### src/design/catmull_rom_spline_evaluator_assert.svh
// Assertion macros shared by the Catmull-Rom spline evaluator modules.
`ifndef CATMULL_ROM_SPLINE_EVALUATOR_ASSERT_SVH
`define CATMULL_ROM_SPLINE_EVALUATOR_ASSERT_SVH

// The condition must never hold outside reset.
`define CRS_ASSERT_NEVER(label, clk, rst, cond, msg) \
   label: assert property (@(posedge clk) disable iff (rst) !(cond)) \
      else $error(msg);

// The consequent must hold in the same cycle as the antecedent.
`define CRS_ASSERT_IMPLY(label, clk, rst, ante, cons, msg) \
   label: assert property (@(posedge clk) disable iff (rst) (ante) |-> (cons)) \
      else $error(msg);

// The consequent must hold in the cycle after the antecedent.
`define CRS_ASSERT_NEXT(label, clk, rst, ante, cons, msg) \
   label: assert property (@(posedge clk) disable iff (rst) (ante) |=> (cons)) \
      else $error(msg);

`endif

### src/design/crs_pkg.sv
// Types, constants and weight function of the Catmull-Rom spline evaluator.
package crs_pkg;

   localparam int COORD_W    = 16;
   localparam int GRAD_W     = 20;
   localparam int PIDX_W     = 4;
   localparam int PARAM_W    = 16;
   // The point count must be a power of two; looped indices wrap by masking.
   localparam int NUM_POINTS = 16;
   localparam int FRAC_BITS  = 12;

   localparam int SEG_W     = PARAM_W - FRAC_BITS;
   localparam int IDX_W     = $clog2(NUM_POINTS);
   localparam int IDX_MAX_W = (SEG_W > IDX_W) ? SEG_W : IDX_W;
   localparam int IDXF_W    = ((IDX_MAX_W > PIDX_W) ? IDX_MAX_W : PIDX_W) + 2;
   localparam int TAP_W     = 2;

   localparam int W_W     = FRAC_BITS + 3;
   localparam int G_W     = 2 * FRAC_BITS + 3;
   localparam int QP_W    = 3 * FRAC_BITS + 5;
   localparam int QG_W    = 2 * FRAC_BITS + 6;
   localparam int PP_W    = COORD_W + W_W;
   localparam int PG_W    = COORD_W + G_W;
   localparam int ACC_P_W = PP_W + 2;
   localparam int ACC_G_W = PG_W + 2;

   localparam logic [TAP_W-1:0] TAP_PREV  = 2'd0;
   localparam logic [TAP_W-1:0] TAP_START = 2'd1;
   localparam logic [TAP_W-1:0] TAP_END   = 2'd2;
   localparam logic [TAP_W-1:0] TAP_NEXT  = 2'd3;
   localparam logic [TAP_W-1:0] DRAIN_LAST = 2'd1;

   localparam logic signed [QP_W-1:0] CUBE_ONE = QP_W'(longint'(1) <<< (3 * FRAC_BITS));
   localparam logic signed [QP_W-1:0] HALF_P   = QP_W'(longint'(1) <<< (2 * FRAC_BITS - 1));
   localparam logic signed [QG_W-1:0] SQ_ONE   = QG_W'(longint'(1) <<< (2 * FRAC_BITS));

   typedef enum logic {
      OP_WRITE = 1'b0,
      OP_EVAL  = 1'b1
   } crs_op_type;

   typedef enum logic [2:0] {
      ST_IDLE,
      ST_SQUARE,
      ST_CUBE,
      ST_STEP,
      ST_DRAIN,
      ST_DONE
   } crs_state_type;

   typedef struct packed {
      crs_op_type                 operation;
      logic [PIDX_W-1:0]          point_index;
      logic signed [COORD_W-1:0]  point_x;
      logic signed [COORD_W-1:0]  point_y;
      logic [PARAM_W-1:0]         curve_param;
   } crs_req_type;

   typedef struct packed {
      logic signed [COORD_W-1:0]  pos_x;
      logic signed [COORD_W-1:0]  pos_y;
      logic signed [GRAD_W-1:0]   grad_x;
      logic signed [GRAD_W-1:0]   grad_y;
      logic                       out_of_range;
      logic                       clipped;
   } crs_rsp_type;

   typedef struct packed {
      logic signed [COORD_W-1:0] x;
      logic signed [COORD_W-1:0] y;
   } crs_point_type;

   typedef struct packed {
      logic               wr_en;
      logic [IDX_W-1:0]   wr_addr;
      crs_point_type      wr_point;
      logic               rd_en;
      logic [IDX_W-1:0]   rd_addr;
   } crs_mem_req_type;

   typedef struct packed {
      logic                  square;
      logic                  cube;
      logic                  step;
      logic [TAP_W-1:0]      step_tap;
      logic [FRAC_BITS-1:0]  frac;
   } crs_mac_ctl_type;

   typedef struct packed {
      logic load;
      logic write_item;
      logic out_of_range;
   } crs_done_type;

   typedef struct packed {
      logic signed [W_W-1:0] pos_w;
      logic signed [G_W-1:0] grad_w;
   } crs_weight_type;

   // Doubled position weight rounded to units of 1/F and exact doubled gradient weight in units of 1/F^2.
   function automatic crs_weight_type crs_weights(
      input logic [TAP_W-1:0]         tap,
      input logic [FRAC_BITS-1:0]     f,
      input logic [2*FRAC_BITS-1:0]   f2,
      input logic [3*FRAC_BITS-1:0]   f3
   );
      logic signed [QP_W-1:0] t3;
      logic signed [QP_W-1:0] t2f;
      logic signed [QP_W-1:0] t1ff;
      logic signed [QP_W-1:0] qp;
      logic signed [QG_W-1:0] t2;
      logic signed [QG_W-1:0] t1f;
      logic signed [QG_W-1:0] qg;
      crs_weight_type         w;
      t3   = QP_W'(signed'({1'b0, f3}));
      t2f  = QP_W'(signed'({1'b0, f2})) <<< FRAC_BITS;
      t1ff = QP_W'(signed'({1'b0, f})) <<< (2 * FRAC_BITS);
      t2   = QG_W'(signed'({1'b0, f2}));
      t1f  = QG_W'(signed'({1'b0, f})) <<< FRAC_BITS;
      case (tap)
         TAP_PREV: begin
            qp = -t3 + (t2f <<< 1) - t1ff + HALF_P;
            qg = -(t2 <<< 1) - t2 + (t1f <<< 2) - SQ_ONE;
         end
         TAP_START: begin
            qp = (t3 <<< 1) + t3 - (t2f <<< 2) - t2f + (CUBE_ONE <<< 1) + HALF_P;
            qg = (t2 <<< 3) + t2 - (t1f <<< 3) - (t1f <<< 1);
         end
         TAP_END: begin
            qp = -(t3 <<< 1) - t3 + (t2f <<< 2) + t1ff + HALF_P;
            qg = -(t2 <<< 3) - t2 + (t1f <<< 3) + SQ_ONE;
         end
         TAP_NEXT: begin
            qp = t3 - t2f + HALF_P;
            qg = (t2 <<< 1) + t2 - (t1f <<< 1);
         end
         default: begin
            qp = '0;
            qg = '0;
         end
      endcase
      w.pos_w  = qp[2*FRAC_BITS +: W_W];
      w.grad_w = qg[G_W-1:0];
      return w;
   endfunction

endpackage

### src/design/crs_ram.sv
// Generic single-port-write, single-port-read RAM with a registered read.
module crs_ram #(
   parameter int WIDTH = 32,
   parameter int DEPTH = 16
) (
   input  logic                      clock,
   input  logic                      wr_en,
   input  logic [$clog2(DEPTH)-1:0]  wr_addr,
   input  logic [WIDTH-1:0]          wr_data,
   input  logic                      rd_en,
   input  logic [$clog2(DEPTH)-1:0]  rd_addr,
   output logic [WIDTH-1:0]          rd_data
);

   logic [WIDTH-1:0] mem_ff [DEPTH];
   logic [WIDTH-1:0] rd_data_ff;

   always_ff @(posedge clock) begin
      if (wr_en) begin
         mem_ff[wr_addr] <= wr_data;
      end
      if (rd_en) begin
         rd_data_ff <= mem_ff[rd_addr];
      end
   end

   assign rd_data = rd_data_ff;

endmodule

### src/design/crs_point_store.sv
// Control point memory with per-entry valid bits so unwritten points read as zero.
module crs_point_store (
   input  logic                     clock,
   input  logic                     reset,
   input  crs_pkg::crs_mem_req_type mem,
   output crs_pkg::crs_point_type   rd_point
);

   logic [crs_pkg::NUM_POINTS-1:0] valid_ff;
   logic [crs_pkg::NUM_POINTS-1:0] valid_in;
   logic                           rd_hit_ff;
   logic                           rd_hit_in;
   logic [2*crs_pkg::COORD_W-1:0]  ram_q;

   crs_ram #(
      .WIDTH(2 * crs_pkg::COORD_W),
      .DEPTH(crs_pkg::NUM_POINTS)
   ) u_ram (
      .clock   (clock),
      .wr_en   (mem.wr_en),
      .wr_addr (mem.wr_addr),
      .wr_data (mem.wr_point),
      .rd_en   (mem.rd_en),
      .rd_addr (mem.rd_addr),
      .rd_data (ram_q)
   );

   always_comb begin
      valid_in = valid_ff;
      if (mem.wr_en) begin
         valid_in[mem.wr_addr] = 1'b1;
      end
      rd_hit_in = mem.rd_en && valid_ff[mem.rd_addr];
   end

   always_ff @(posedge clock) begin
      if (reset) begin
         valid_ff  <= '0;
         rd_hit_ff <= 1'b0;
      end else begin
         valid_ff  <= valid_in;
         rd_hit_ff <= rd_hit_in;
      end
   end

   assign rd_point = rd_hit_ff ? crs_pkg::crs_point_type'(ram_q) : '0;

endmodule

### config.mk
export PLATFORM = sky130hd
export DESIGN_NAME = crs_point_store
export DESIGN_NICKNAME = d
export VERILOG_FILES = /design/src/design/catmull_rom_spline_evaluator_assert.svh /design/src/design/crs_pkg.sv /design/src/design/crs_ram.sv /design/src/design/crs_point_store.sv
export SDC_FILE = /design/constraint.sdc
export NUM_CORES = 1
export LEC_CHECK = 0
export BUFFER_PORTS_ARGS = -buffer_cell sky130_fd_sc_hd__buf_4
export CAP_MARGIN = 20
export CORE_MARGIN = 2
export CORE_UTILIZATION = 61
export DETAILED_ROUTE_END_ITERATION = 10
export HOLD_SLACK_MARGIN = 0.03
export PLACE_DENSITY = 0.79
export SLEW_MARGIN = 15
export SYNTH_ARGS = -nofsm -noshare
export SYNTH_HDL_FRONTEND = slang
export SYNTH_SLANG_ARGS = --single-unit
### constraint.sdc
create_clock -name clock -period 4.3 [get_ports clock]
set_input_delay 0.43 -clock clock [delete_from_list [all_inputs] [get_ports clock]]
set_output_delay 0.43 -clock clock [all_outputs]
set_load 0.05 [all_outputs]
==> impl_metrics.toml <==
[clock_tree]
post_cts_resized = 0
cts.sinks = 561
clkSlewWorstSetupHoldPaths_ns = 0.06
clk_latency_ns = 0.56
cts_tree = "built"
cts_root_buffer = "clkbuf_16"
cts_buffers = 53
clock_path_buffers = 3
cts_hold_buf = 0
post_cts.repair.setup_buffers = 0
ctsHtreeMaxLevel = 2

[run_status]
status = "complete, no violations"

[worst_setup_path]
critPathLaunchType = "register"
cp-endpoint = "rd_point[9]"
r2r-start = "u_ram.mem_ff[11][8]"
r2r.worst_path.cells = 3
cp-end-kind = "primary output"
path_class = "register to primary output"
required_ns = 3.87
critPathLaunch = "rd_hit_ff"
critPathArrivalTime_ns = 2.30
cp_max_fo = 21
r2r_end = "u_ram.rd_data[8]"
r2r_slack_ns = 2.75

[power]
p_leak_uw = 0.007759
power_density_mw_per_mm2 = 469.2
ir_drop_uv = 359.3

[layout]
final_area_mm2 = 0.02394
drive_gt1_share_pct = 29.78
multi_input_area_mm2 = 0.004207
fin_util_pct = 71.03
final_common_cell = "edfxtp_1"
syn2layout_area_growth_pct = 13.87
fillers = 1943
mostFrequentLayoutCells = "edfxtp_1, mux4_2, buf_4"
nets = 1089
regArea_mm2 = 0.01668
n_antenna_cell = 0

[die]
num_io_pins = 76
initial_core_util_pct = 62.38
die_w_um = 189.6
placementRows = 67
die_area_mm2 = 0.03597
core_area_mm2 = 0.03370
die_y_um = 189.6

[timing]
setup_tns_ns = 0
min_period_over_period_pct = 63.58
fin_ws_ns = 1.566
fin_skew_ns = 0.01459
clock.fmax_mhz = 365.8
slew_viol_final = 0
tightest_slew_ns = 1.094
grt_setup_unrepaired = "false"
slew_headroom_pct = 27.06
fin_crit_ns = 2.734
setup_viol_count_final = 0
hold_viol_final = 0

[global_route]
grt_max_degree = 61
grt_pass1_wl_um = 67920
first_global_vias = 10510
track_usage_pct = 26.39
antenna_found_initial = 3
overflow = 0

[routing]
routed_wl_um = 45820
drc = 0
avgViaCountPerCell = 6.562
wl_per_cell_um = 29.83
dr.pass1.iters = 5
drt-initial-drc-count = 1104
num_vias = 10080
ant_nets = 0

[yosys]
syn_area_per_cell_um2 = 22.36
syn_nets = 984
synth_warnings = 0
ys_seq_area_share_pct = 79.32
syn-cell-area_mm2 = 0.02102
synth_top_cell_area_share_pct = 77.71
ys_ff_latch = 561
syn_inst = 940
synthTopCellsByArea = "edfxtp_1, mux4_2, a22oi_1"
ys_types = 22
yosysTopAreaCell = "edfxtp_1"

[place]
post-place-ws_ns = 1.739
dp_hpwl_um = 22970
place.gp.congestion = 0.7472
portBuffers = 75
placed_area_mm2 = 0.02225

[worst_hold_path]
hold_path_class = "input port to register"

[flow_run]
cap_violations = 0
[registers in the layout (all words and copies together) (netlist names)]
register	flops
rd_hit_ff	1
u_ram.mem_ff	512
u_ram.rd_data	32
valid_ff	16
[cell usage after synthesis (all sizes together)]
cell type,instances
a2bb2oi,2
or3b,1
a31oi,1
nand3b,2
a22oi,64
dfxtp,17
nor3,4
buf,19
nor2b,3
edfxtp,544
nand2,33
nor2,45
nand3,2
nor3b,1
and2,33
mux4,130
nand2b,2
mux2i,4
a32oi,1
clkbuf,32
[layout make-up]
| type | instances | share of cell area (%) |
|---|---|---|
| Clock buffer | 65 | 5.906 |
| Clock inverter | 33 | 1.166 |
| Multi-Input combinational cell | 328 | 17.57 |
| Sequential cell | 561 | 69.66 |
| Tap cell | 448 | 2.342 |
| Timing Repair Buffer | 101 | 3.350 |
[per-stage QoR]
stage,hold slack (ns),cells,total power [uW]
after floorplan,0.4348,940,6606
after global placement,0.4434,1438,6811
after detailed placement,0.4564,1438,6835
after CTS,0.1373,1536,11290
after global routing,0.1569,1536,11530
final,0.1638,1536,11230
[how the worst min path moves through the flow]
stage                     depth (start not counted)                  end    startpoint  slack, ns
after floorplan                                   2         valid_ff[12]  valid_ff[12]       0.43
after detailed placement                          2          valid_ff[5]   valid_ff[5]       0.46
after CTS                                         1   u_ram.mem_ff[5][2]        mem[7]       0.14
final                                             1  u_ram.mem_ff[2][22]       mem[27]       0.16
after global placement                            2         valid_ff[13]  valid_ff[13]       0.44
after global routing                              1  u_ram.mem_ff[2][22]       mem[27]       0.16
[critical path: stages, from the launching register on]
cell and delay (ns):
dfxtp_1 0.95, buf_4 0.35, and2_1 0.21, buf_4 0.22
[cells by family (layout without fill, tap and decap cells)]
group                  count (synthesis)  after routing  share of synthesized area, %
muxes                                134            134                         14.12
and+or+nand+nor                      126            126                         2.815
DFF                                  561            561                         79.32
AOI/OAI and AO/OA                     68             68                         2.440
buffers and inverters                 51            199                         1.303
[power breakdown]
part | leakage [uW] | total [uW] | internal (uW) | switching, uW
registers | 0.00508 | 6180 | 6140 | 40.5
clock network | 0.000825 | 4500 | 2630 | 1880
logic | 0.00185 | 552 | 220 | 332
[routing by layer]
| metal | share of wire, % | vias up | track usage (%) |
|---|---|---|---|
| li1 | - | 4135 | - |
| met1 | 38 | 5272 | 37.64 |
| met2 | 51 | 592 | 43.24 |
| met3 | 9.6 | 74 | 4.999 |
| met4 | 1.8 | 6 | 6.649 |
| met5 | 0.061 | - | 0 |
Power figures use the tool's default switching activity.
