[src/design/catmull_rom_spline_evaluator_assert.svh]
// Assertion macros shared by the Catmull-Rom spline evaluator modules.
`ifndef CATMULL_ROM_SPLINE_EVALUATOR_ASSERT_SVH
`define CATMULL_ROM_SPLINE_EVALUATOR_ASSERT_SVH

// The condition must never hold outside reset.
`define CRS_ASSERT_NEVER(label, clk, rst, cond, msg) \
   label: assert property (@(posedge clk) disable iff (rst) !(cond)) \
      else $error(msg);

// The consequent must hold in the same cycle as the antecedent.
`define CRS_ASSERT_IMPLY(label, clk, rst, ante, cons, msg) \
   label: assert property (@(posedge clk) disable iff (rst) (ante) |-> (cons)) \
      else $error(msg);

// The consequent must hold in the cycle after the antecedent.
`define CRS_ASSERT_NEXT(label, clk, rst, ante, cons, msg) \
   label: assert property (@(posedge clk) disable iff (rst) (ante) |=> (cons)) \
      else $error(msg);

`endif

[src/design/crs_pkg.sv]
// Types, constants and weight function of the Catmull-Rom spline evaluator.
package crs_pkg;

   localparam int COORD_W    = 16;
   localparam int GRAD_W     = 20;
   localparam int PIDX_W     = 4;
   localparam int PARAM_W    = 16;
   // The point count must be a power of two; looped indices wrap by masking.
   localparam int NUM_POINTS = 16;
   localparam int FRAC_BITS  = 12;

   localparam int SEG_W     = PARAM_W - FRAC_BITS;
   localparam int IDX_W     = $clog2(NUM_POINTS);
   localparam int IDX_MAX_W = (SEG_W > IDX_W) ? SEG_W : IDX_W;
   localparam int IDXF_W    = ((IDX_MAX_W > PIDX_W) ? IDX_MAX_W : PIDX_W) + 2;
   localparam int TAP_W     = 2;

   localparam int W_W     = FRAC_BITS + 3;
   localparam int G_W     = 2 * FRAC_BITS + 3;
   localparam int QP_W    = 3 * FRAC_BITS + 5;
   localparam int QG_W    = 2 * FRAC_BITS + 6;
   localparam int PP_W    = COORD_W + W_W;
   localparam int PG_W    = COORD_W + G_W;
   localparam int ACC_P_W = PP_W + 2;
   localparam int ACC_G_W = PG_W + 2;

   localparam logic [TAP_W-1:0] TAP_PREV  = 2'd0;
   localparam logic [TAP_W-1:0] TAP_START = 2'd1;
   localparam logic [TAP_W-1:0] TAP_END   = 2'd2;
   localparam logic [TAP_W-1:0] TAP_NEXT  = 2'd3;
   localparam logic [TAP_W-1:0] DRAIN_LAST = 2'd1;

   localparam logic signed [QP_W-1:0] CUBE_ONE = QP_W'(longint'(1) <<< (3 * FRAC_BITS));
   localparam logic signed [QP_W-1:0] HALF_P   = QP_W'(longint'(1) <<< (2 * FRAC_BITS - 1));
   localparam logic signed [QG_W-1:0] SQ_ONE   = QG_W'(longint'(1) <<< (2 * FRAC_BITS));

   typedef enum logic {
      OP_WRITE = 1'b0,
      OP_EVAL  = 1'b1
   } crs_op_type;

   typedef enum logic [2:0] {
      ST_IDLE,
      ST_SQUARE,
      ST_CUBE,
      ST_STEP,
      ST_DRAIN,
      ST_DONE
   } crs_state_type;

   typedef struct packed {
      crs_op_type                 operation;
      logic [PIDX_W-1:0]          point_index;
      logic signed [COORD_W-1:0]  point_x;
      logic signed [COORD_W-1:0]  point_y;
      logic [PARAM_W-1:0]         curve_param;
   } crs_req_type;

   typedef struct packed {
      logic signed [COORD_W-1:0]  pos_x;
      logic signed [COORD_W-1:0]  pos_y;
      logic signed [GRAD_W-1:0]   grad_x;
      logic signed [GRAD_W-1:0]   grad_y;
      logic                       out_of_range;
      logic                       clipped;
   } crs_rsp_type;

   typedef struct packed {
      logic signed [COORD_W-1:0] x;
      logic signed [COORD_W-1:0] y;
   } crs_point_type;

   typedef struct packed {
      logic               wr_en;
      logic [IDX_W-1:0]   wr_addr;
      crs_point_type      wr_point;
      logic               rd_en;
      logic [IDX_W-1:0]   rd_addr;
   } crs_mem_req_type;

   typedef struct packed {
      logic                  square;
      logic                  cube;
      logic                  step;
      logic [TAP_W-1:0]      step_tap;
      logic [FRAC_BITS-1:0]  frac;
   } crs_mac_ctl_type;

   typedef struct packed {
      logic load;
      logic write_item;
      logic out_of_range;
   } crs_done_type;

   typedef struct packed {
      logic signed [W_W-1:0] pos_w;
      logic signed [G_W-1:0] grad_w;
   } crs_weight_type;

   // Doubled position weight rounded to units of 1/F and exact doubled gradient weight in units of 1/F^2.
   function automatic crs_weight_type crs_weights(
      input logic [TAP_W-1:0]         tap,
      input logic [FRAC_BITS-1:0]     f,
      input logic [2*FRAC_BITS-1:0]   f2,
      input logic [3*FRAC_BITS-1:0]   f3
   );
      logic signed [QP_W-1:0] t3;
      logic signed [QP_W-1:0] t2f;
      logic signed [QP_W-1:0] t1ff;
      logic signed [QP_W-1:0] qp;
      logic signed [QG_W-1:0] t2;
      logic signed [QG_W-1:0] t1f;
      logic signed [QG_W-1:0] qg;
      crs_weight_type         w;
      t3   = QP_W'(signed'({1'b0, f3}));
      t2f  = QP_W'(signed'({1'b0, f2})) <<< FRAC_BITS;
      t1ff = QP_W'(signed'({1'b0, f})) <<< (2 * FRAC_BITS);
      t2   = QG_W'(signed'({1'b0, f2}));
      t1f  = QG_W'(signed'({1'b0, f})) <<< FRAC_BITS;
      case (tap)
         TAP_PREV: begin
            qp = -t3 + (t2f <<< 1) - t1ff + HALF_P;
            qg = -(t2 <<< 1) - t2 + (t1f <<< 2) - SQ_ONE;
         end
         TAP_START: begin
            qp = (t3 <<< 1) + t3 - (t2f <<< 2) - t2f + (CUBE_ONE <<< 1) + HALF_P;
            qg = (t2 <<< 3) + t2 - (t1f <<< 3) - (t1f <<< 1);
         end
         TAP_END: begin
            qp = -(t3 <<< 1) - t3 + (t2f <<< 2) + t1ff + HALF_P;
            qg = -(t2 <<< 3) - t2 + (t1f <<< 3) + SQ_ONE;
         end
         TAP_NEXT: begin
            qp = t3 - t2f + HALF_P;
            qg = (t2 <<< 1) + t2 - (t1f <<< 1);
         end
         default: begin
            qp = '0;
            qg = '0;
         end
      endcase
      w.pos_w  = qp[2*FRAC_BITS +: W_W];
      w.grad_w = qg[G_W-1:0];
      return w;
   endfunction

endpackage

[src/design/crs_ctrl.sv]
// Sequencer that writes points, walks the four point reads and schedules the datapath.
`include "catmull_rom_spline_evaluator_assert.svh"

module crs_ctrl (
   input  logic                     clock,
   input  logic                     reset,
   input  logic                     req_valid,
   output logic                     req_stall,
   input  crs_pkg::crs_req_type     req_item,
   input  logic                     loop_mode,
   input  logic                     rsp_free,
   output crs_pkg::crs_mem_req_type mem,
   output crs_pkg::crs_mac_ctl_type ctl,
   output crs_pkg::crs_done_type    done
);

   localparam int XW = crs_pkg::IDXF_W;

   crs_pkg::crs_state_type            state_ff, state_in;
   logic [crs_pkg::TAP_W-1:0]         tap_ff, tap_in;
   logic [crs_pkg::FRAC_BITS-1:0]     frac_ff, frac_in;
   logic [crs_pkg::SEG_W-1:0]         seg_ff, seg_in;
   logic                              wr_item_ff, wr_item_in;
   logic                              oor_ff, oor_in;
   logic [XW-1:0]                     open_idx;
   logic [XW-1:0]                     loop_idx;
   logic [XW-1:0]                     slot_idx;
   logic                              in_table;

   assign req_stall = (state_ff != crs_pkg::ST_IDLE);

   always_comb begin
      open_idx = XW'(seg_ff) + XW'(tap_ff);
      loop_idx = XW'(seg_ff) + XW'(tap_ff) + XW'(crs_pkg::NUM_POINTS - 1);
      slot_idx = XW'(req_item.point_index);
      in_table = loop_mode || (open_idx < XW'(crs_pkg::NUM_POINTS));
   end

   always_comb begin
      state_in   = state_ff;
      tap_in     = tap_ff;
      frac_in    = frac_ff;
      seg_in     = seg_ff;
      wr_item_in = wr_item_ff;
      oor_in     = oor_ff;
      mem        = '0;
      mem.wr_addr  = slot_idx[crs_pkg::IDX_W-1:0];
      mem.wr_point.x = req_item.point_x;
      mem.wr_point.y = req_item.point_y;
      mem.rd_addr  = loop_mode ? loop_idx[crs_pkg::IDX_W-1:0]
                               : open_idx[crs_pkg::IDX_W-1:0];
      ctl          = '0;
      ctl.frac     = frac_ff;
      ctl.step_tap = tap_ff;
      done         = '0;
      done.write_item   = wr_item_ff;
      done.out_of_range = oor_ff;
      case (state_ff)
         crs_pkg::ST_IDLE: begin
            if (req_valid) begin
               oor_in = 1'b0;
               if (req_item.operation == crs_pkg::OP_WRITE) begin
                  mem.wr_en  = (slot_idx < XW'(crs_pkg::NUM_POINTS));
                  wr_item_in = 1'b1;
                  state_in   = crs_pkg::ST_DONE;
               end else begin
                  frac_in    = req_item.curve_param[crs_pkg::FRAC_BITS-1:0];
                  seg_in     = req_item.curve_param[crs_pkg::PARAM_W-1:crs_pkg::FRAC_BITS];
                  wr_item_in = 1'b0;
                  state_in   = crs_pkg::ST_SQUARE;
               end
            end
         end
         crs_pkg::ST_SQUARE: begin
            ctl.square = 1'b1;
            state_in   = crs_pkg::ST_CUBE;
         end
         crs_pkg::ST_CUBE: begin
            ctl.cube = 1'b1;
            tap_in   = crs_pkg::TAP_PREV;
            state_in = crs_pkg::ST_STEP;
         end
         crs_pkg::ST_STEP: begin
            ctl.step   = 1'b1;
            mem.rd_en  = in_table;
            oor_in     = oor_ff || !in_table;
            tap_in     = tap_ff + crs_pkg::TAP_W'(1);
            if (tap_ff == crs_pkg::TAP_NEXT) begin
               state_in = crs_pkg::ST_DRAIN;
            end
         end
         crs_pkg::ST_DRAIN: begin
            tap_in = tap_ff + crs_pkg::TAP_W'(1);
            if (tap_ff == crs_pkg::DRAIN_LAST) begin
               state_in = crs_pkg::ST_DONE;
            end
         end
         crs_pkg::ST_DONE: begin
            done.load = rsp_free;
            if (rsp_free) begin
               state_in = crs_pkg::ST_IDLE;
            end
         end
         default: begin
            state_in = crs_pkg::ST_IDLE;
         end
      endcase
   end

   always_ff @(posedge clock) begin
      if (reset) begin
         state_ff <= crs_pkg::ST_IDLE;
         tap_ff   <= '0;
      end else begin
         state_ff <= state_in;
         tap_ff   <= tap_in;
      end
   end

   always_ff @(posedge clock) begin
      frac_ff    <= frac_in;
      seg_ff     <= seg_in;
      wr_item_ff <= wr_item_in;
      oor_ff     <= oor_in;
   end

   `CRS_ASSERT_NEVER(a_write_only_idle, clock, reset, mem.wr_en && (state_ff != crs_pkg::ST_IDLE), "point write outside idle")
   `CRS_ASSERT_IMPLY(a_read_only_step, clock, reset, mem.rd_en, state_ff == crs_pkg::ST_STEP, "point read outside step phase")
   `CRS_ASSERT_NEXT(a_last_tap_drains, clock, reset, (state_ff == crs_pkg::ST_STEP) && (tap_ff == crs_pkg::TAP_NEXT), state_ff == crs_pkg::ST_DRAIN, "fourth read not followed by drain")

endmodule

[config.mk]
export PLATFORM = sky130hd
export DESIGN_NAME = crs_ctrl
export DESIGN_NICKNAME = d
export VERILOG_FILES = /design/src/design/crs_pkg.sv /design/src/design/crs_ctrl.sv
export VERILOG_INCLUDE_DIRS = /design/src /design/src/design
export SDC_FILE = /design/constraint.sdc
export NUM_CORES = 1
export LEC_CHECK = 0
export BUFFER_PORTS_ARGS = -buffer_cell sky130_fd_sc_hd__buf_2
export CAP_MARGIN = 15
export CORE_UTILIZATION = 38
export DETAILED_ROUTE_END_ITERATION = 12
export HOLD_SLACK_MARGIN = 0.03
export PLACE_DENSITY = 0.87
export RECOVER_POWER = 100
export SLEW_MARGIN = 5
export SYNTH_ARGS = -nofsm -noshare
export SYNTH_HDL_FRONTEND = slang
export SYNTH_SLANG_ARGS = --single-unit
[constraint.sdc]
create_clock -name clock -period 2.7 [get_ports clock]
set_input_delay 0.405 -clock clock [delete_from_list [all_inputs] [get_ports clock]]
set_output_delay 0.405 -clock clock [all_outputs]
set_load 0.1 [all_outputs]
==> impl_metrics.json, run 1 <==
{
  "outcome": "completed",
  "hold_violations": 0,
  "vias_per_cell": 4.747,
  "critPathKind": "reg -> out",
  "worstMarginPinSlew_ns": 1.188,
  "rsz0062_at_grt": "no",
  "fin_util_pct": 44.87,
  "required_ns": 2.30,
  "dp_hpwl_um": 1935,
  "period_needed_ns": 2.593,
  "antenna_found_initial": 0,
  "synth_warnings": 0,
  "slew_violations": 0,
  "drv_cap": 0,
  "synthCells": 127,
  "initial_core_util_pct": 40.33,
  "cts_root_buffer": "clkbuf_4",
  "grt_max_degree": 17,
  "num_vias": 902,
  "tritoncts": "done",
  "finalSetupViolCount": 0,
  "firstDrtPassIters": 4,
  "p_per_area_nw_per_um2": 999.9,
  "drt_iter0_markers": 26,
  "layout_commonest_cell": "buf_2",
  "drc": 0,
  "timing.hold.ws_ns": 0.2612,
  "layout_common_cells": "20 x buf_2, 19 x clkbuf_1, 18 x edfxtp_1",
  "synth_seq_cells": 23,
  "tns_ns": 0,
  "ys_types": 36,
  "ir_worst_vdd_mv": 0.3573,
  "cp-end-kind": "output pin",
  "leakage_nw": 0.6453,
  "dieHeight_um": 62.21,
  "antennaDiodeCount": 0,
  "hp-class": "in -> reg",
  "die_area_um2": 3870,
  "grt_usage_pct": 13.90,
  "path_max_fanout": 4,
  "cts_buffers": 3,
  "clock_latency_ns": 0.31,
  "clock_sinks": 23,
  "synth_nets": 191,
  "port_buffers": 48,
  "max_freq_mhz": 385.7,
  "multiInputGateArea_um2": 465.4,
  "drive_gt1_share_pct": 34.03,
  "fin_skew_ns": 0.007450,
  "startpoint_type": "flop",
  "num_io_pins": 121,
  "ant_nets": 0,
  "period_share_pct": 96.03,
  "cts.path.max_buffers": 2,
  "grt_pass1_wl_um": 4236,
  "wire_per_inst_um": 13.39,
  "grt_pass1_vias": 984,
  "rows": 21,
  "die_w_um": 62.21,
  "synth-seq-area-share_pct": 46.50,
  "slew_headroom_pct": 21.17,
  "syn_area_per_cell_um2": 10.85,
  "area_growth_syn_to_layout_pct": 11.26,
  "clk_pin_slew_ns": 0.13,
  "register_area_um2": 648.1,
  "arrival_ns": 2.19,
  "netlist_area_um2": 1378,
  "core_um2": 3416,
  "grt.overflow.total": 0,
  "htree_levels": 1,
  "place_congestion": 0.8851,
  "wl_um": 2544,
  "final_nets": 209,
  "fillers": 350
}
==> registers in the layout (all words and copies together) (netlist names) <==
register    flops
frac_ff        12
seg_ff          4
state_ff        3
tap_ff          2
oor_ff          1
wr_item_ff      1
==> kinds of logic (layout without fill, tap and decap cells) <==
group                      Yosys count  in the layout  synth area share (%)
buffers and inverters               51             68                 24.43
and+or+nand+nor                     26             26                 10.54
DFF                                 23             23                 46.50
AOI/OAI and AO/OA                   16             16                 8.265
adders and majority gates            6              6                 5.995
xor gates and xnor gates             4              4                 3.542
muxes                                1              1                0.7266
==> what timing repair did <==
action	4_1_cts	5_1_grt
cloned	0	0
resized for setup	1	2
hold buffers	0	0
pin swaps	1	1
setup buffers	1	3
setup endpoints to repair	1	1
==> metrics by stage <==
step	power, mW	setup WS (ns)	area (µm²)	std cells
5_1_grt	1.608	0.004143	1533	190
3_5_place_dp	1.368	0.2587	1494	182
2_1_floorplan	1.445	0.01159	1435	127
4_1_cts	1.534	0.05396	1531	187
6_report	1.533	0.1072	1533	190
3_3_place_gp	1.358	0.3093	1494	182
==> Yosys cell counts, drive strengths merged <==
| library cell | instances | area (µm²) |
|---|---|---|
| a211oi | 2 | 15.01 |
| a21o | 1 | 7.510 |
| a21oi | 1 | 5.000 |
| a221oi | 1 | 8.760 |
| a311o | 1 | 10.01 |
| a311oi | 1 | 8.760 |
| a31oi | 2 | 12.51 |
| and2 | 1 | 6.260 |
| and3 | 2 | 12.51 |
| and4b | 1 | 10.01 |
| buf | 40 | 295.3 |
| clkbuf | 1 | 3.750 |
| dfxtp | 5 | 100.1 |
| edfxtp | 18 | 540.5 |
| fa | 1 | 20.02 |
| ha | 5 | 62.56 |
| inv | 10 | 37.54 |
| mux2i | 1 | 10.01 |
| nand2 | 5 | 18.77 |
| nand2b | 3 | 18.77 |
| nand3b | 1 | 7.510 |
| nor2 | 6 | 22.52 |
| nor2b | 1 | 6.260 |
| nor3 | 2 | 10.01 |
| nor3b | 1 | 7.510 |
| nor4b | 1 | 8.760 |
| nor4bb | 1 | 10.01 |
| o21a | 1 | 7.510 |
| o21ai | 4 | 20.02 |
| o21bai | 1 | 7.510 |
| o221a | 1 | 11.26 |
| or3 | 1 | 6.260 |
| xnor2 | 2 | 17.52 |
| xnor3 | 1 | 22.52 |
| xor2 | 1 | 8.760 |
==> critical path, cell delays in order (launching register included) <==
cell and delay [ns]:
dfxtp_4 0.40, ha_4 0.13, inv_1 0.05, fa_2 0.38
xnor2_2 0.15, and4b_1 0.26, xnor3_4 0.34, buf_12 0.19
==> power breakdown <==
group / switching [mW] / total [mW] / internal, mW
Sequential: 0.0539 / 0.489 / 0.435
Combinational: 0.656 / 0.885 / 0.228
Clock: 0.103 / 0.158 / 0.0552
Total: 0.813 / 1.53 / 0.719
==> per-layer routing <==
metal	up-vias	global-route usage, %	routed length (µm)
met1	398	14.44	1005
met4	0	8.430	92
li1	430	-	-
met5	-	0	0
met3	20	6.801	256
met2	54	22.53	1189
==> final cells by class <==
class                           count  area share [%]
Tap cell                           46           3.755
Multi-Input combinational cell     53           30.37
Timing Repair Buffer               54           19.35
Inverter                           10           2.449
Clock buffer                        3           1.469
Clock inverter                      1          0.3265
Sequential cell                    23           42.29
==> path summary, 6_finish.rpt <==
path | cells past startpoint | to | slack (ns) | startpoint
setup / recovery | 7 | mem[3] | 0.11 | tap_ff[0]
hold / removal | 1 | seg_ff[2] | 0.26 | req_item[14]
setup reg to reg | 4 | frac_ff[9] | 0.64 | state_ff[0]
hold reg to reg | 2 | oor_ff | 0.60 | oor_ff
Note: power is estimated with default switching activity, not from simulation.
==> inputs of run 2 (changes only) <==
--- a/config.mk
+++ b/config.mk
@@ -6,12 +6,13 @@
 export SDC_FILE = /design/constraint.sdc
 export NUM_CORES = 1
 export LEC_CHECK = 0
+export ABC_AREA = 1
 export BUFFER_PORTS_ARGS = -buffer_cell sky130_fd_sc_hd__buf_2
 export CAP_MARGIN = 15
-export CORE_UTILIZATION = 38
+export CORE_UTILIZATION = 41
 export DETAILED_ROUTE_END_ITERATION = 12
 export HOLD_SLACK_MARGIN = 0.03
-export PLACE_DENSITY = 0.87
+export PLACE_DENSITY = 0.92
 export RECOVER_POWER = 100
 export SLEW_MARGIN = 5
 export SYNTH_ARGS = -nofsm -noshare
==> constraint.sdc (replaced) <==
create_clock -name clock -period 3.2 [get_ports clock]
set_input_delay 0.48 -clock clock [delete_from_list [all_inputs] [get_ports clock]]
set_output_delay 0.48 -clock clock [all_outputs]
set_load 0.1 [all_outputs]
==> impl_metrics.json, run 2 <==
{
  "cts_setup_buffers": 0,
  "syn_area_per_cell_um2": 9.145,
  "crit_start": "tap_ff[0]",
  "synth.cells.most_frequent": "38 x buf_4, 24 x nand2_1, 21 x inv_1",
  "dp_hpwl_um": 1843,
  "cts-hold-fix-buffers": 0,
  "synthCells": 152,
  "period_share_pct": 91.18,
  "pre_cts_slack_ns": 0.6820,
  "netlist.area_leader.share_pct": 38.88,
  "timing.hold.ws_ns": 0.3403,
  "reg.largest.list": "frac_ff (12), seg_ff (4), state_ff (3)",
  "clock_sinks": 23,
  "initial_core_util_pct": 44.44,
  "path_max_fanout": 6,
  "num_vias": 928,
  "ctsResizeCount": 0,
  "port_buffers": 48,
  "max_freq_mhz": 342.7,
  "fin_skew_ns": 0.001790,
  "critPathKind": "reg -> out",
  "die_area_um2": 3627,
  "arrival_ns": 2.44,
  "drive_gt1_share_pct": 22.29,
  "vias_per_cell": 4.419,
  "synth_nets": 216,
  "antennaDiodeCount": 0,
  "rsz0062_at_grt": "no",
  "htree_levels": 1,
  "largest_reg_flops": 12,
  "place_congestion": 0.8644,
  "tns_ns": 0,
  "num_io_pins": 121,
  "cts_root_buffer": "clkbuf_4",
  "worst_slack_ns": 0.2823,
  "synth_warnings": 0,
  "async_flop_share_pct": 0,
  "wire_per_inst_um": 10.89,
  "die_w_um": 60.23,
  "antenna_found_initial": 0,
  "core_um2": 3128,
  "synth-seq-area-share_pct": 46.08,
  "synth_seq_cells": 23,
  "cts_buffers": 3,
  "finalSetupViolCount": 0,
  "ys.flop_type": "edfxtp_1",
  "hp-class": "in -> reg",
  "synth.top_cells.by_area": "edfxtp_1 39%, buf_4 21%, dfxtp_1 7.2%",
  "place_area_um2": 1433,
  "cp-end-kind": "output pin",
  "ys_types": 24,
  "slew_headroom_pct": 21.45,
  "netlist_area_um2": 1390,
  "regMostFlops": "frac_ff",
  "ant_nets": 0,
  "layout_common_cells": "25 x nand2_1, 24 x clkbuf_1, 22 x inv_1",
  "synth.most_common_cell": "buf_4",
  "synth_enable_flop_cells": 18,
  "grt_max_degree": 17,
  "cts.path.max_buffers": 2,
  "leakage_nw": 0.6424,
  "final_area_um2": 1420,
  "drt_iter0_markers": 14,
  "area_growth_syn_to_layout_pct": 2.160,
  "clock_latency_ns": 0.30,
  "p_per_area_nw_per_um2": 1130,
  "clk_pin_slew_ns": 0.12,
  "dieHeight_um": 60.23,
  "layout_commonest_cell": "nand2_1",
  "timing.rr.start": "state_ff[0]",
  "rows": 20,
  "hold_violations": 0,
  "grt_pass1_vias": 935,
  "final_nets": 231,
  "worstMarginPinSlew_ns": 1.183,
  "period_needed_ns": 2.918,
  "hold_start": "req_item[6]",
  "drv_cap": 0,
  "slew_violations": 0,
  "ir_worst_vdd_mv": 0.3906,
  "drc": 0,
  "required_ns": 2.72,
  "firstDrtPassIters": 3,
  "tritoncts": "done",
  "outcome": "completed",
  "grt_pass1_wl_um": 3712,
  "wl_um": 2287,
  "synth_top_area_cell": "edfxtp_1",
  "grt.overflow.total": 0,
  "startpoint_type": "flop",
  "grt_usage_pct": 13.62
}
## run 2: worst max-delay path, stage by stage (launching register included)
cell and delay [ns]:
dfxtp_2 0.42, ha_1 0.18, inv_1 0.05, fa_1 0.49, ha_1 0.22, nand2_1 0.15, xor2_4 0.14, clkbuf_2 0.46
## run 2: cell type report
type                       instances  area (µm²)
fill                             324        1708
sequential                        23       641.9
multi-input combinational         67       394.1
timing repair buffer              49       215.2
inverter                          23       86.33
tap                               44       55.05
clock buffer                       3       22.52
clock inverter                     1       5.005
## run 2: logic make-up (layout without fill, tap and decap cells)
kind of cell | after synthesis | count (layout) | share of synthesized area, %
buffers and inverters | 62 | 76 | 27.09
adders and majority gates | 6 | 6 | 5.941
and+or+nand+nor | 53 | 53 | 16.56
DFF | 23 | 23 | 46.09
muxes | 1 | 1 | 0.7201
AOI/OAI and AO/OA | 4 | 4 | 1.710
xor gates and xnor gates | 3 | 3 | 1.891
## run 2: metal layers
metal	wire length (µm)	up-vias	track usage [%]
met5	0	-	0
met4	10	0	5.980
met3	194	6	4.762
met1	930	431	15.44
met2	1151	29	22.92
li1	-	462	-
## run 2: path summary, 6_finish.rpt
path                 to  slack [ns]  depth (start not counted)
min          frac_ff[6]        0.34                          1
min reg2reg   tap_ff[0]        0.54                          1
max              mem[2]        0.28                          7
max reg2reg  frac_ff[2]        1.11                          8
## run 2: through the flow
stage	util [%]	total power, mW	instances
2_1_floorplan	-	1.570	152
3_3_place_gp	45.80	1.484	206
3_5_place_dp	45.80	1.505	206
4_1_cts	46.68	1.639	210
5_1_grt	45.40	1.690	210
6_report	45.40	1.605	210
## run 2: report_power, final
part	internal [mW]	switching (mW)	total (mW)
Combinational	0.158	0.868	1.03
Clock	0.0466	0.0851	0.132
Sequential	0.390	0.0566	0.446
Total	0.595	1.01	1.60
==> inputs of run 3 (changes only) <==
--- a/config.mk
+++ b/config.mk
@@ -9,6 +9,7 @@
 export ABC_AREA = 1
 export BUFFER_PORTS_ARGS = -buffer_cell sky130_fd_sc_hd__buf_2
 export CAP_MARGIN = 15
+export CORE_MARGIN = 2
 export CORE_UTILIZATION = 41
 export DETAILED_ROUTE_END_ITERATION = 12
 export HOLD_SLACK_MARGIN = 0.03
==> impl_metrics.json, run 3 (synthesis results as in run 2) <==
{
  "htree_levels": 1,
  "tritoncts": "done",
  "ir_worst_vdd_mv": 0.3687,
  "cts_setup_buffers": 0,
  "clock_latency_ns": 0.31,
  "final_nets": 231,
  "holdPathEnd": "frac_ff[11]",
  "port_buffers": 48,
  "slew_violations": 0,
  "outcome": "completed",
  "initial_core_util_pct": 42.32,
  "wl_um": 2238,
  "drive_gt1_share_pct": 22.29,
  "p_per_area_nw_per_um2": 1122,
  "arrival_ns": 2.43,
  "core_um2": 3284,
  "reg.largest.list": "frac_ff (12), seg_ff (4), state_ff (3)",
  "holdPathStages": 1,
  "startpoint_type": "flop",
  "critPathSlowestCell": "fa_1",
  "r2r_setup_slack_ns": 1.14,
  "leakage_nw": 0.6424,
  "layout_commonest_cell": "nand2_1",
  "grt_usage_pct": 11.85,
  "dp_hpwl_um": 1796,
  "regMostFlops": "frac_ff",
  "firstDrtPassIters": 4,
  "rr_worst_depth": 8,
  "reg2reg_to": "frac_ff[7]",
  "max_freq_mhz": 344.1,
  "grt_max_degree": 17,
  "hp-class": "in -> reg",
  "fin_util_pct": 43.31,
  "timing.rr.start": "state_ff[0]",
  "largest_reg_flops": 12,
  "fillers": 328,
  "drt_iter0_markers": 16,
  "cts.path.max_buffers": 2,
  "dieHeight_um": 62.23,
  "tns_ns": 0,
  "die_w_um": 62.23,
  "cts_buffers": 3,
  "grt.overflow.total": 0,
  "ctsResizeCount": 0,
  "worst_slack_ns": 0.2938,
  "critPathKind": "reg -> out",
  "period_needed_ns": 2.906,
  "drv_cap": 0,
  "slowest_delay_ns": 0.46,
  "die_area_um2": 3872,
  "pre_cts_slack_ns": 0.6639,
  "cp_cell_sequence": "ha_1, inv_1, fa_1, ha_1, nand2_1, xor2_4, clkbuf_2",
  "grt_pass1_wl_um": 3622,
  "place_congestion": 0.8763,
  "period_share_pct": 90.82,
  "num_io_pins": 121,
  "wire_per_inst_um": 10.56,
  "ant_nets": 0,
  "path_max_fanout": 3,
  "drc": 0,
  "cts_root_buffer": "clkbuf_4",
  "required_ns": 2.72,
  "hold_violations": 0,
  "antenna_found_initial": 0,
  "rsz0062_at_grt": "no",
  "area_growth_syn_to_layout_pct": 2.340,
  "fin_skew_ns": 0.004439,
  "clock_sinks": 23,
  "worstMarginPinSlew_ns": 1.187,
  "layout_common_cells": "25 x nand2_1, 24 x clkbuf_1, 22 x inv_1",
  "antennaDiodeCount": 0,
  "worst_path_most_repeated_cell": "ha_1",
  "rows": 21,
  "hold_start": "req_item[11]",
  "cp-end-kind": "output pin",
  "cts-hold-fix-buffers": 0,
  "slew_headroom_pct": 21.23,
  "grt_pass1_vias": 850,
  "vias_per_cell": 4.368,
  "finalSetupViolCount": 0,
  "clk_pin_slew_ns": 0.12,
  "num_vias": 926
}
==> run 3: critical path: cells and delay by family, from the launching register on <==
kind          cells  cell delay (ns)
fa+ha+maj         3             0.90
buf+inv           2             0.53
xor+xnor          1             0.14
flops             1             0.40
simple gates      1             0.16
==> run 3: cell type report <==
class                           count  area [µm²]  area share, %
Tap cell                           46       57.56          4.046
Inverter                           23       86.33          6.069
Timing Repair Buffer               49       215.2          15.13
Clock buffer                        3       22.52          1.583
Sequential cell                    23       641.9          45.12
Clock inverter                      1       5.005         0.3518
Multi-Input combinational cell     67       394.1          27.70
==> run 3: metrics by stage <==
stage	hold slack [ns]	std cells	cell area, µm²	total power, mW
floorplan	0.5404	152	1420	1.570
global placement	0.4604	208	1435	1.486
detailed placement	0.4678	208	1435	1.500
finish	0.3360	212	1423	1.595
global route	0.3060	212	1423	1.682
CTS	0.3285	212	1463	1.631
==> run 3: how the worst max path moves through the flow <==
stage,end,start,slack (ns)
3_5_place_dp,mem[2],seg_ff[0],0.66
2_1_floorplan,mem[1],tap_ff[1],-0.37
6_report,mem[2],seg_ff[0],0.29
4_1_cts,mem[2],seg_ff[0],0.30
5_1_grt,mem[3],tap_ff[0],0.10
3_3_place_gp,mem[2],seg_ff[0],0.72
==> run 3: metal layers <==
layer | global-route usage [%] | routed length (µm) | vias to the layer above
met2 | 18.89 | 1078 | 37
met1 | 13.23 | 885 | 413
met5 | 0 | 0 | -
met3 | 4.348 | 189 | 11
li1 | - | - | 465
met4 | 8.056 | 85 | 0
==> run 3: report_power, final <==
group | internal, mW | switching (mW)
logic | 0.157 | 0.864
clock network | 0.0467 | 0.0835
registers | 0.390 | 0.0543
total | 0.594 | 1.00
